[src/design/assert_macros.svh]
// assertion macros shared by the activation unit rtl
`ifndef ASSERT_MACROS_SVH
`define ASSERT_MACROS_SVH

`ifndef SYNTHESIS

// antecedent implies consequent in the same cycle, checked out of reset
`define ASSERT_IMPLIES(label, clk, rstn, ante, cons, msg) \
    label: assert property (@(posedge clk) disable iff (!(rstn)) (ante) |-> (cons)) \
        else $error(msg);

// condition must never be seen out of reset
`define ASSERT_NEVER(label, clk, rstn, cond, msg) \
    label: assert property (@(posedge clk) disable iff (!(rstn)) !(cond)) \
        else $error(msg);

`else

`define ASSERT_IMPLIES(label, clk, rstn, ante, cons, msg)
`define ASSERT_NEVER(label, clk, rstn, cond, msg)

`endif

`endif

[src/design/nau_pkg.sv]
// shared types, constants and sigmoid table generator for the activation unit
`default_nettype none

package nau_pkg;

    localparam int DATA_WIDTH      = 16;
    localparam int FRAC_BITS       = 8;
    localparam int SIG_TABLE_DEPTH = 256;
    localparam int ADDR_WIDTH      = 4;

    typedef enum logic [1:0] {
        MODE_STEP    = 2'd0,
        MODE_LINEAR  = 2'd1,
        MODE_SIGMOID = 2'd2,
        MODE_DERIV   = 2'd3
    } mode_t;

    localparam mode_t MODE_RESET = MODE_SIGMOID;

    // register indexes, taken from paddr word address bits
    localparam logic [1:0] REG_MODE   = 2'd0;
    localparam logic [1:0] REG_SLOPE  = 2'd1;
    localparam logic [1:0] REG_OFFSET = 2'd2;

    localparam longint unsigned Q30 = 64'd1 << 30;

    typedef struct packed {
        logic big;   // magnitude at or above 8.0
        logic neg;   // sample is negative
    } sig_ctl_t;

    // restoring long division, elaboration only
    function automatic longint unsigned udiv64(input longint unsigned num,
                                               input longint unsigned den);
        longint unsigned q;
        longint unsigned r;
        q = 64'd0;
        r = 64'd0;
        for (int b = 63; b >= 0; b--) begin
            r = {r[62:0], num[b]};
            q = q << 1;
            if (r >= den) begin
                r    = r - den;
                q[0] = 1'b1;
            end
        end
        return q;
    endfunction

    // round(2^frac / (1 + exp(-a))), a = (2i+1)*4/depth, exact integer form
    function automatic longint unsigned sig_rom_entry(input longint unsigned i,
                                                      input longint unsigned depth,
                                                      input longint unsigned frac);
        longint unsigned y;
        longint unsigned term;
        longint          sum;
        longint unsigned e;
        longint unsigned d;
        y    = udiv64(((64'd2 * i + 64'd1) << 30) + 64'd2 * depth, 64'd4 * depth);
        term = Q30;
        sum  = longint'(Q30);
        // taylor series of exp(-a/16) in q30
        for (int k = 1; k <= 16; k++) begin
            term = udiv64((term * y) >> 30, 64'(k));
            if (k % 2 == 1) begin
                sum = sum - longint'(term);
            end else begin
                sum = sum + longint'(term);
            end
        end
        e = unsigned'(sum);
        // square four times to reach exp(-a)
        for (int k = 0; k < 4; k++) begin
            e = (e * e + (Q30 >> 1)) >> 30;
        end
        d = Q30 + e;
        return udiv64((64'd1 << (frac + 64'd31)) + d, 64'd2 * d);
    endfunction

endpackage

`default_nettype wire

[src/design/neural_activation_unit.sv]
// neural activation unit: step, linear, sigmoid and sigmoid derivative in fixed point
// throughput: one request per cycle unless the pipe is full and m_tready is low;
// the three register stages (stage 1, stage 2, output) each hold one item and
// advance on their own, so empty stages fill while the output request waits
// reset (aresetn low, synchronous): pipeline emptied, mode = sigmoid, slope = 1.0,
// offset = 0; no table fill is needed, the sigmoid table is constant logic
`default_nettype none
`include "assert_macros.svh"

module neural_activation_unit #(
    parameter int DATA_WIDTH      = nau_pkg::DATA_WIDTH,
    parameter int FRAC_BITS       = nau_pkg::FRAC_BITS,
    parameter int SIG_TABLE_DEPTH = nau_pkg::SIG_TABLE_DEPTH
) (
    input  wire logic                                aclk,
    input  wire logic                                aresetn,

    // input stream
    input  wire logic                                s_tvalid,
    output logic                                     s_tready,
    input  wire logic [((DATA_WIDTH+7)/8)*8-1:0]     s_tdata,   // sample

    // result stream
    output logic                                     m_tvalid,
    input  wire logic                                m_tready,
    output logic [((DATA_WIDTH+7)/8)*8-1:0]          m_tdata,   // activation
    output logic [0:0]                               m_tuser,   // clipped

    // register port
    input  wire logic                                psel,
    input  wire logic                                penable,
    input  wire logic                                pwrite,
    input  wire logic [nau_pkg::ADDR_WIDTH-1:0]      paddr,
    input  wire logic [31:0]                         pwdata,
    output logic [31:0]                              prdata,
    output logic                                     pready
);

    // widths
    localparam int W  = DATA_WIDTH;
    localparam int F  = FRAC_BITS;
    localparam int D  = SIG_TABLE_DEPTH;
    localparam int IW = $clog2(D);
    localparam int TW = ((W + 7) / 8) * 8;
    localparam int SW = F + 1;                       // sigmoid value 0 .. 1.0
    localparam int PW = 2 * W;                       // linear product
    localparam int LW = 2 * W + 1;                   // shifted product plus offset
    localparam int MW = (W + 1 > F + 4) ? W + 1 : F + 4;
    localparam int XW = (W > F + 2) ? W : F + 2;     // non-negative results before clamp
    localparam int QW = MW + IW + 1;                 // table index product

    localparam logic [XW-1:0]        ONE_X    = XW'(1) << F;
    localparam logic [SW-1:0]        ONE_S    = SW'(1) << F;
    localparam logic [XW-1:0]        DMAX_X   = XW'({(W-1){1'b1}});
    localparam logic signed [LW-1:0] LMAX     = LW'({(W-1){1'b1}});
    localparam logic signed [LW-1:0] LMIN     = ~LMAX;
    localparam logic [MW-1:0]        EIGHT_M  = MW'(8) << F;
    localparam logic [QW-1:0]        DEPTH_Q  = QW'(D);
    localparam logic [W-1:0]         SLOPE_RST = W'(ONE_X);

    // clamp a non-negative value to the signed data range
    function automatic logic [W-1:0] sat_u(input logic [XW-1:0] v);
        return (v > DMAX_X) ? W'(DMAX_X) : W'(v);
    endfunction

    // ------------------------------------------------------------------
    // configuration registers
    // ------------------------------------------------------------------
    nau_pkg::mode_t      mode_reg;
    logic signed [W-1:0] slope_reg;
    logic signed [W-1:0] offset_reg;
    logic                cfg_wr;

    assign pready = 1'b1;
    assign cfg_wr = psel && penable && pwrite && pready;

    always_ff @(posedge aclk) begin
        if (!aresetn) begin
            mode_reg   <= nau_pkg::MODE_RESET;
            slope_reg  <= SLOPE_RST;
            offset_reg <= '0;
        end else if (cfg_wr) begin
            // writes to an unknown index fall through untouched
            if (paddr[3:2] == nau_pkg::REG_MODE) begin
                mode_reg <= nau_pkg::mode_t'(pwdata[1:0]);
            end
            if (paddr[3:2] == nau_pkg::REG_SLOPE) begin
                slope_reg <= pwdata[W-1:0];
            end
            if (paddr[3:2] == nau_pkg::REG_OFFSET) begin
                offset_reg <= pwdata[W-1:0];
            end
        end
    end

    always_comb begin
        unique case (paddr[3:2])
            nau_pkg::REG_MODE:   prdata = 32'(mode_reg);
            nau_pkg::REG_SLOPE:  prdata = 32'(slope_reg);
            nau_pkg::REG_OFFSET: prdata = 32'(offset_reg);
            default:             prdata = '0;
        endcase
    end

    // ------------------------------------------------------------------
    // pipeline flow control: each stage moves when it is empty or the
    // stage after it moves, so bubbles squeeze out under back-pressure
    // ------------------------------------------------------------------
    logic st1_valid_reg;
    logic st2_valid_reg;
    logic out_valid_reg;
    logic en_out;
    logic en2;
    logic en1;

    assign en_out   = !out_valid_reg || m_tready;
    assign en2      = !st2_valid_reg || en_out;
    assign en1      = !st1_valid_reg || en2;
    assign s_tready = en1;

    always_ff @(posedge aclk) begin
        if (!aresetn) begin
            st1_valid_reg <= 1'b0;
            st2_valid_reg <= 1'b0;
            out_valid_reg <= 1'b0;
        end else begin
            if (en1) begin
                st1_valid_reg <= s_tvalid;
            end
            if (en2) begin
                st2_valid_reg <= st1_valid_reg;
            end
            if (en_out) begin
                out_valid_reg <= st2_valid_reg;
            end
        end
    end

    // ------------------------------------------------------------------
    // stage 1: linear product, magnitude and table index
    // ------------------------------------------------------------------
    logic signed [W-1:0]  x;
    logic [W:0]           mag_w;
    logic [MW-1:0]        mag_m;
    logic [QW-1:0]        idx_prod;
    logic                 big1_next;
    logic [IW-1:0]        idx1_next;
    logic signed [PW-1:0] prod1_next;

    logic signed [PW-1:0] prod1_reg;
    logic [IW-1:0]        idx1_reg;
    nau_pkg::sig_ctl_t    ctl1_reg;
    nau_pkg::mode_t       mode1_reg;

    always_comb begin
        x          = s_tdata[W-1:0];
        // most negative sample gives 2^(W-1), held by the extra bit
        mag_w      = x[W-1] ? ((W+1)'(0) - {x[W-1], x}) : {1'b0, x};
        mag_m      = MW'(mag_w);
        big1_next  = (mag_m >= EIGHT_M);
        idx_prod   = QW'(mag_m) * DEPTH_Q;
        // out-of-range index only when big, where the table is not used
        idx1_next  = big1_next ? '0 : IW'(idx_prod >> (F + 3));
        prod1_next = PW'(slope_reg) * PW'(x);
    end

    always_ff @(posedge aclk) begin
        if (en1) begin
            prod1_reg     <= prod1_next;
            idx1_reg      <= idx1_next;
            ctl1_reg.big  <= big1_next;
            ctl1_reg.neg  <= x[W-1];
            mode1_reg     <= mode_reg;
        end
    end

    // ------------------------------------------------------------------
    // stage 2: sigmoid table read, linear shift / offset / clamp, step
    // ------------------------------------------------------------------
    logic signed [LW-1:0] lin_full;
    logic [W-1:0]         lin2_next;
    logic                 clip2_next;
    logic [W-1:0]         step2_next;

    logic [W-1:0]         lin2_reg;
    logic                 clip2_reg;
    logic [W-1:0]         step2_reg;
    nau_pkg::mode_t       mode2_reg;
    logic [SW-1:0]        sig2;

    nau_sig_rom #(
        .FRAC_BITS       (F),
        .SIG_TABLE_DEPTH (D)
    ) u_sig_rom (
        .aclk (aclk),
        .en   (en2),
        .idx  (idx1_reg),
        .ctl  (ctl1_reg),
        .sig  (sig2)
    );

    always_comb begin
        // arithmetic shift is the floor of the scaled product
        lin_full = (LW'(prod1_reg) >>> F) + LW'(offset_reg);
        priority if (lin_full > LMAX) begin
            lin2_next  = W'(LMAX);
            clip2_next = 1'b1;
        end else if (lin_full < LMIN) begin
            lin2_next  = W'(LMIN);
            clip2_next = 1'b1;
        end else begin
            lin2_next  = W'(lin_full);
            clip2_next = 1'b0;
        end
        step2_next = ctl1_reg.neg ? '0 : sat_u(ONE_X);
    end

    always_ff @(posedge aclk) begin
        if (en2) begin
            lin2_reg  <= lin2_next;
            clip2_reg <= clip2_next;
            step2_reg <= step2_next;
            mode2_reg <= mode1_reg;
        end
    end

    // ------------------------------------------------------------------
    // output stage: derivative product and function select
    // ------------------------------------------------------------------
    logic [SW-1:0]   one_minus;
    logic [2*SW-1:0] deriv_prod;
    logic [W-1:0]    act_next;
    logic            clip_next;
    logic [W-1:0]    act_reg;
    logic            clip_reg;

    always_comb begin
        one_minus  = ONE_S - sig2;
        deriv_prod = (2*SW)'(sig2) * (2*SW)'(one_minus);
        clip_next  = 1'b0;
        unique case (mode2_reg)
            nau_pkg::MODE_STEP: begin
                act_next = step2_reg;
            end
            nau_pkg::MODE_LINEAR: begin
                act_next  = lin2_reg;
                clip_next = clip2_reg;
            end
            nau_pkg::MODE_SIGMOID: begin
                act_next = sat_u(XW'(sig2));
            end
            nau_pkg::MODE_DERIV: begin
                act_next = sat_u(XW'(deriv_prod >> F));
            end
            default: begin
                act_next = '0;
            end
        endcase
    end

    always_ff @(posedge aclk) begin
        if (en_out) begin
            act_reg  <= act_next;
            clip_reg <= clip_next;
        end
    end

    assign m_tvalid   = out_valid_reg;
    assign m_tdata    = TW'(act_reg);
    assign m_tuser[0] = clip_reg;

    // ------------------------------------------------------------------
    // assertions
    // ------------------------------------------------------------------
    `ASSERT_IMPLIES(a_clip_linear_only, aclk, aresetn,
        m_tvalid && m_tuser[0], mode_reg == nau_pkg::MODE_LINEAR,
        "clipped flag raised outside linear mode")
    `ASSERT_IMPLIES(a_sigmoid_nonneg, aclk, aresetn,
        m_tvalid && (mode_reg == nau_pkg::MODE_SIGMOID || mode_reg == nau_pkg::MODE_DERIV),
        !act_reg[W-1], "sigmoid or derivative result is negative")
    `ASSERT_NEVER(a_ready_when_empty, aclk, aresetn,
        !st1_valid_reg && !s_tready, "input stalled while first stage is empty")

endmodule

`default_nettype wire

[src/design/nau_sig_rom.sv]
// sigmoid lookup stage: constant table read, saturation to 1.0 and sign fold
`default_nettype none

module nau_sig_rom #(
    parameter int FRAC_BITS       = nau_pkg::FRAC_BITS,
    parameter int SIG_TABLE_DEPTH = nau_pkg::SIG_TABLE_DEPTH
) (
    input  wire logic                               aclk,
    input  wire logic                               en,
    input  wire logic [$clog2(SIG_TABLE_DEPTH)-1:0] idx,
    input  wire nau_pkg::sig_ctl_t                  ctl,
    output logic [FRAC_BITS:0]                      sig
);

    localparam int SW = FRAC_BITS + 1;
    localparam logic [SW-1:0] ONE = SW'(1) << FRAC_BITS;

    logic [SW-1:0] rom_tbl [SIG_TABLE_DEPTH];
    logic [SW-1:0] mag_val;
    logic [SW-1:0] sig_next;
    logic [SW-1:0] sig_reg;

    for (genvar g = 0; g < SIG_TABLE_DEPTH; g++) begin : g_tbl
        localparam logic [SW-1:0] ENTRY = SW'(nau_pkg::sig_rom_entry(
            64'(g), 64'(SIG_TABLE_DEPTH), 64'(FRAC_BITS)));
        assign rom_tbl[g] = ENTRY;
    end

    always_comb begin
        mag_val  = ctl.big ? ONE : rom_tbl[idx];
        sig_next = ctl.neg ? (ONE - mag_val) : mag_val;
    end

    always_ff @(posedge aclk) begin
        if (en) begin
            sig_reg <= sig_next;
        end
    end

    assign sig = sig_reg;

endmodule

`default_nettype wire

[config.mk]
export PLATFORM = sky130hd
export DESIGN_NAME = neural_activation_unit
export DESIGN_NICKNAME = d
export VERILOG_FILES = /design/src/design/nau_pkg.sv /design/src/design/neural_activation_unit.sv /design/src/design/nau_sig_rom.sv
export VERILOG_INCLUDE_DIRS = /design/src /design/src/design
export SDC_FILE = /design/constraint.sdc
export NUM_CORES = 1
export LEC_CHECK = 0
export BUFFER_PORTS_ARGS = -buffer_cell sky130_fd_sc_hd__buf_2
export CAP_MARGIN = 20
export CORE_MARGIN = 4
export CORE_UTILIZATION = 54
export CTS_CLUSTER_SIZE = 16
export DETAILED_ROUTE_END_ITERATION = 12
export GPL_TIMING_DRIVEN = 1
export PLACE_DENSITY = 0.72
export SETUP_SLACK_MARGIN = 0.02
export SLEW_MARGIN = 10
export SYNTH_ARGS = -nofsm -noshare
export SYNTH_HDL_FRONTEND = slang
export SYNTH_SLANG_ARGS = --single-unit
[constraint.sdc]
create_clock -name aclk -period 9.8 [get_ports aclk]
set_input_delay 1.96 -clock aclk [delete_from_list [all_inputs] [get_ports aclk]]
set_output_delay 1.96 -clock aclk [all_outputs]
set_load 0.01 [all_outputs]
Word-level counts from Yosys, hierarchy flattened
Memory sizes are Yosys's and may differ from the RTL's.
Index checks and enable logic that the tools add are counted.
{"block": "op_classes", "n_addsub": 4, "multipliers": 2, "order_cmp": 5, "n_eq_ne": 5, "n_mux": 11, "bitwise_logic": 1, "n_reduce_logical": 13}
{"cell": "32-bit one-hot mux with 3 select lines", "count": 1}
{"cell": "16-bit one-hot mux with 4 select lines", "count": 1}
{"cell": "9-bit 2-to-1 mux", "count": 5}
{"cell": "16-bit by 16-bit multiplier with 32-bit output", "count": 1}
{"cell": "24-bit by 16-bit adder with 25-bit output", "count": 1}
{"cell": "25-bit by 16-bit > comparator with 1-bit output, second input constant", "count": 1}
{"cell": "25-bit by 16-bit < comparator with 1-bit output, second input constant", "count": 1}
{"cell": "9-bit by 9-bit multiplier with 18-bit output", "count": 1}
{"cell": "9-bit subtractor, first input constant", "count": 2}
{"cell": "17-bit by 12-bit greater-or-equal comparator with 1-bit output, second input constant", "count": 1}
{"cell": "17-bit 2-to-1 mux", "count": 1}
{"cell": "1-bit by 16-bit subtractor with 17-bit output, first input constant", "count": 1}
{"cell": "16-bit 2-to-1 mux", "count": 1}
{"cell": "10-bit by 15-bit > comparator with 1-bit output, second input constant", "count": 1}
{"cell": "15-bit 2-to-1 mux", "count": 1}
{"cell": "9-bit greater-or-equal comparator, second input constant", "count": 1}
{"cell": "8-bit inverter with 9-bit output", "count": 1}
{"cell": "2-bit equality test, second input constant", "count": 3}
{"cell": "2-bit AND reduction", "count": 3}
{"cell": "2-bit by 1-bit equality test with 1-bit output, second input constant", "count": 2}
{"cell": "2-bit logical NOT", "count": 2}
{"cell": "1-bit logical NOT", "count": 3}
{"cell": "1-bit logical OR", "count": 3}
{"cell": "1-bit logical AND", "count": 2}
{"cell": "1-bit 2-to-1 mux", "count": 1}
{"block": "word_totals", "ff_bits": 142, "mem_bits_ro": 2304, "inputBits": 59, "out_inout_bits": 52, "word_cells": 60, "memories": 1}
{"name": "(name not given)", "words": 256, "width": 9, "read_ports": 1, "rd_clocked_by_memory_dff": 0, "wr": 0, "line": "nau_sig_rom.sv:30", "source": "mag_val = ctl.big ? ONE : rom_tbl[idx];"}

Longest topological paths before layout
{"block": "depth", "word_depth": 7, "depth_mapped": 25}

Cells and area by module
Synthesis repeated with hierarchy kept, for this count alone.
{"block": "unflattened", "cells_unflattened": 2118, "area_unflattened_um2": 19557.5}
{"mod": "neural_activation_unit", "n_inst": 1, "cells_each": 1926, "area_each_um2": 18033.5, "seq_area_each_um2": 2932.8}
{"mod": "nau_sig_rom", "n_inst": 1, "cells_each": 192, "area_each_um2": 1524.0, "seq_area_each_um2": 270.3}

Worst setup path after synthesis
No wires, ideal clock.
{"block": "synth_timing", "path_type": "input to register", "start": "input s_tdata[7]", "end": "register prod1_reg[27], data pin", "setup_time_ns": 0.266, "arrival_time_ns": 7.676, "required_time_ns": 9.534, "setup_slack_ns": 1.859, "cell_stages": 24, "n_path_buf": 2, "cell_sequence": "clkbuf_1 buf_1 nand2_1 fa_1 inv_1 fa_1 inv_1 fa_1 inv_1 fa_1 fa_1 inv_1 fa_1 inv_1 ha_1 and3_1 a21oi_1 o21ai_0 a221oi_1 o21ai_0 a22o_1 nor4_1 nor3_1 xor2_1"}
{"block": "synth_between", "elab_chain_cells": 1}
{"item": "start: declaration", "line": "neural_activation_unit.sv:21", "source": "input wire logic [((DATA_WIDTH+7)/8)*8-1:0] s_tdata,"}
{"item": "16-bit by 16-bit multiplier with 32-bit output", "line": "neural_activation_unit.sv:164", "source": "prod1_next = PW'(slope_reg) * PW'(x);"}
{"item": "named net prod1_next[27]", "line": "neural_activation_unit.sv:148", "source": "logic signed [PW-1:0] prod1_next;"}
{"item": "end signal: assignment", "line": "neural_activation_unit.sv:169", "source": "prod1_reg <= prod1_next;"}
{"item": "end: declaration", "line": "neural_activation_unit.sv:150", "source": "logic signed [PW-1:0] prod1_reg;"}
The timed path passes the listed nets, and every way through them passes these cells.
A chain may end at the register's enable or synchronous reset.

Final worst setup path
{"block": "layout_timing", "start": "input s_tdata[7]", "end": "register prod1_reg[29], data pin"}
Same word-level chain as after synthesis.

==> results.toml <==
[final_layout]
fill_cells = 3082
final_cell_mix = "inv_1 (424), fa_1 (310), nand2_1 (247), ha_1 (160), and2_1 (140)"
synthToLayoutAreaGrowth_pct = 6.25
largest_reg_flops = 24
final_nets = 2671
drive_above_1_share_pct = 7.61
final_util_pct = 58.2
final_common_cell = "inv_1"

[sta]
max_freq_mhz = 124
report.final.slew_viol_count = 0
fin_tns_setup_ns = 0
slew_headroom_pct = 33.6
finalHoldViolations = 0
timing.final.crit_period_ns = 8.05
setup_viol = 0
min_period_over_period_pct = 82.2
skew_ns = 0.0149
tightestPinTransition_ns = 0.993
rsz0062_at_grt = "no"

[global_route]
grt.overflow.total = 0
grt_pass1_wl_um = 77900
grt_max_degree = 40
antenna_found_initial = 0
track_usage_pct = 24.7
grt_pass1_vias = 15700

[clock_tree]
clkSlewWorstSetupHoldPaths_ns = 0.06
numCtsBuffers = 17
cts_tree = "done"
cts_resized = 0
clock_latency_ns = 0.42
cts-root-buf = "clkbuf_16"
clock_sinks = 119
cts.htree.levels = 4
post_cts_buffers = 0
postCtsHoldBufs = 0
clock_path_buffers = 2

[synthesis]
yosysWarnings = 0
synth_top_area_share_pct = 31.9
synth-seq-cells = 119
yosys_most_used_dff = "edfxtp_1"
synthTopCellsByArea = "fa_1 (32%), edfxtp_1 (13%), ha_1 (10%), inv_1 (8.2%), nand2_1 (4.8%)"
synthAdderAreaFrac_pct = 42.2
ys_seq_area_share_pct = 16.5
synth_top_family_by_area = "adder cells"
synth-xor-area-share_pct = 3.06
synth-compound-area-share_pct = 10.8
yosysTopAreaCell = "fa_1"
synthSimpleGateAreaFrac_pct = 15.3
syn_avg_cell_area_um2 = 9.12
synth_cells = 2135
synth_edf_count = 82
async_flop_share_pct = 0
syn_nets = 2664
muxShareOfSynthArea_pct = 1.34
synth_cell_type_count = 77
syn_area_um2 = 19500

[routing]
drtAntennaViolNets = 0
vias_per_cell = 5.57
first_pass_iters = 7
drt-total-wl_um = 46000
drc = 0
drt-initial-drc-count = 906
post_drt_wl_per_cell_um = 17.6
vias = 14600

[floorplanning]
fp.dieW_um = 198
rows = 69
io-pin-count = 111
die_h_um = 198
die_area_um2 = 39200
core_um2 = 35600
initial_core_util_pct = 54.7

[pwr]
irDropWorstVdd_v = 0.000131
power_density_nw_per_um2 = 97.8
p_leak_nw = 10.1

[place]
io_buffers = 91
gp_congestion = 0.882
place_hpwl_um = 36100

[critical_path]
cp-start-kind = "primary input"
cp_max_fo = 20
path_class = "primary input to flop"
worstPathCellList = "buf_2 > nand2_1 > fa_1 > inv_1 > fa_1 > inv_1 > fa_1 > inv_1 > fa_1 > fa_1 > inv_1 > fa_1 > inv_1 > ha_1 > and3_1 > a21oi_1 > o21ai_0 > a221oi_1 > o211ai_1 > a21oi_1 > o21ai_0 > a21oi_1 > xnor2_1"
required_ns = 9.97
path_buf_inv = 6
slowest_delay_ns = 0.59
slowest_stage = "fa_1"
cp.arrival_ns = 8.22
cp_top_family = "adder cells"
cp-end-kind = "flop"
r2r_setup_slack_ns = 2.67
crit_top_cell = "fa_1"

[run]
maxCapViolCount = 0

[worst_hold_path]
hold_path_class = "flop to flop"

[outcome]
status = "finished, final reports clean"
==> Yosys cell counts, types with 20 or more instances <==
| cell | n |
|---|---|
| inv_1 | 424 |
| fa_1 | 310 |
| nand2_1 | 247 |
| ha_1 | 160 |
| and2_1 | 140 |
| clkbuf_1 | 89 |
| edfxtp_1 | 82 |
| nor2_1 | 81 |
| a21oi_1 | 74 |
| o21ai_0 | 48 |
| xnor2_1 | 46 |
| dfxtp_1 | 37 |
| a21boi_0 | 35 |
| nand2b_1 | 35 |
| nor2b_1 | 29 |
| a21o_1 | 22 |
| xor2_1 | 22 |
| nand3_1 | 20 |
==> metrics by stage <==
step	std cells	setup slack (ns)	instance area (um2)	hold slack, ns	power, mW
after floorplan	2135	1.86	19500	0.400	1.26
after detailed placement	2582	1.33	20100	0.408	1.44
after CTS	2614	1.76	20600	0.416	2.03
final	2619	1.75	20700	0.413	2.02
after global routing	2616	1.41	20700	0.414	2.17
after global placement	2581	1.45	20100	0.407	1.42
==> power by group <==
group / internal (mW) / total (mW) / switching, mW / leakage [nW]
registers: 0.634 / 0.673 / 0.0389 / 1.20
clock network: 0.357 / 0.587 / 0.230 / 0.266
logic: 0.308 / 0.764 / 0.456 / 8.61
total: 1.30 / 2.02 / 0.725 / 10.1
==> cell families (layout without fill, tap and decap cells) <==
group / Yosys count / after routing
other: 1 / 4
buffers and inverters: 539 / 559
DFF: 119 / 119
adders and majority gates: 471 / 471
AOI/OAI and AO/OA: 308 / 308
muxes: 19 / 19
xor gates and xnor gates: 68 / 68
and+or+nand+nor: 610 / 610
==> routing by layer <==
metal | up-vias | routed length (um) | track usage, %
met5 | - | 0 | 0
met4 | 0 | 1260 | 7.37
met3 | 79 | 2550 | 3.69
met2 | 443 | 23700 | 44.0
met1 | 7355 | 18500 | 31.2
li1 | 6720 | - | -
==> worst paths after layout <==
path	start	end	cells past startpoint
setup / recovery	s_tdata[7]	prod1_reg[29]	23
hold / removal	mode1_reg[0]	mode2_reg[0]	0
setup reg to reg	slope_reg[7]	prod1_reg[29]	22
hold reg to reg	mode1_reg[0]	mode2_reg[0]	0
==> final cells by class <==
cell class	instances	area (um2)	share of cell area, %
Antenna cell	3	7.51	0.0363
Clock buffer	19	443	2.14
Clock inverter	13	123	0.593
Inverter	425	1600	7.71
Multi-Input combinational cell	1477	14200	68.5
Sequential cell	119	3200	15.5
Tap cell	461	577	2.79
Timing Repair Buffer	102	566	2.73
(Power assumes the default switching activity.)
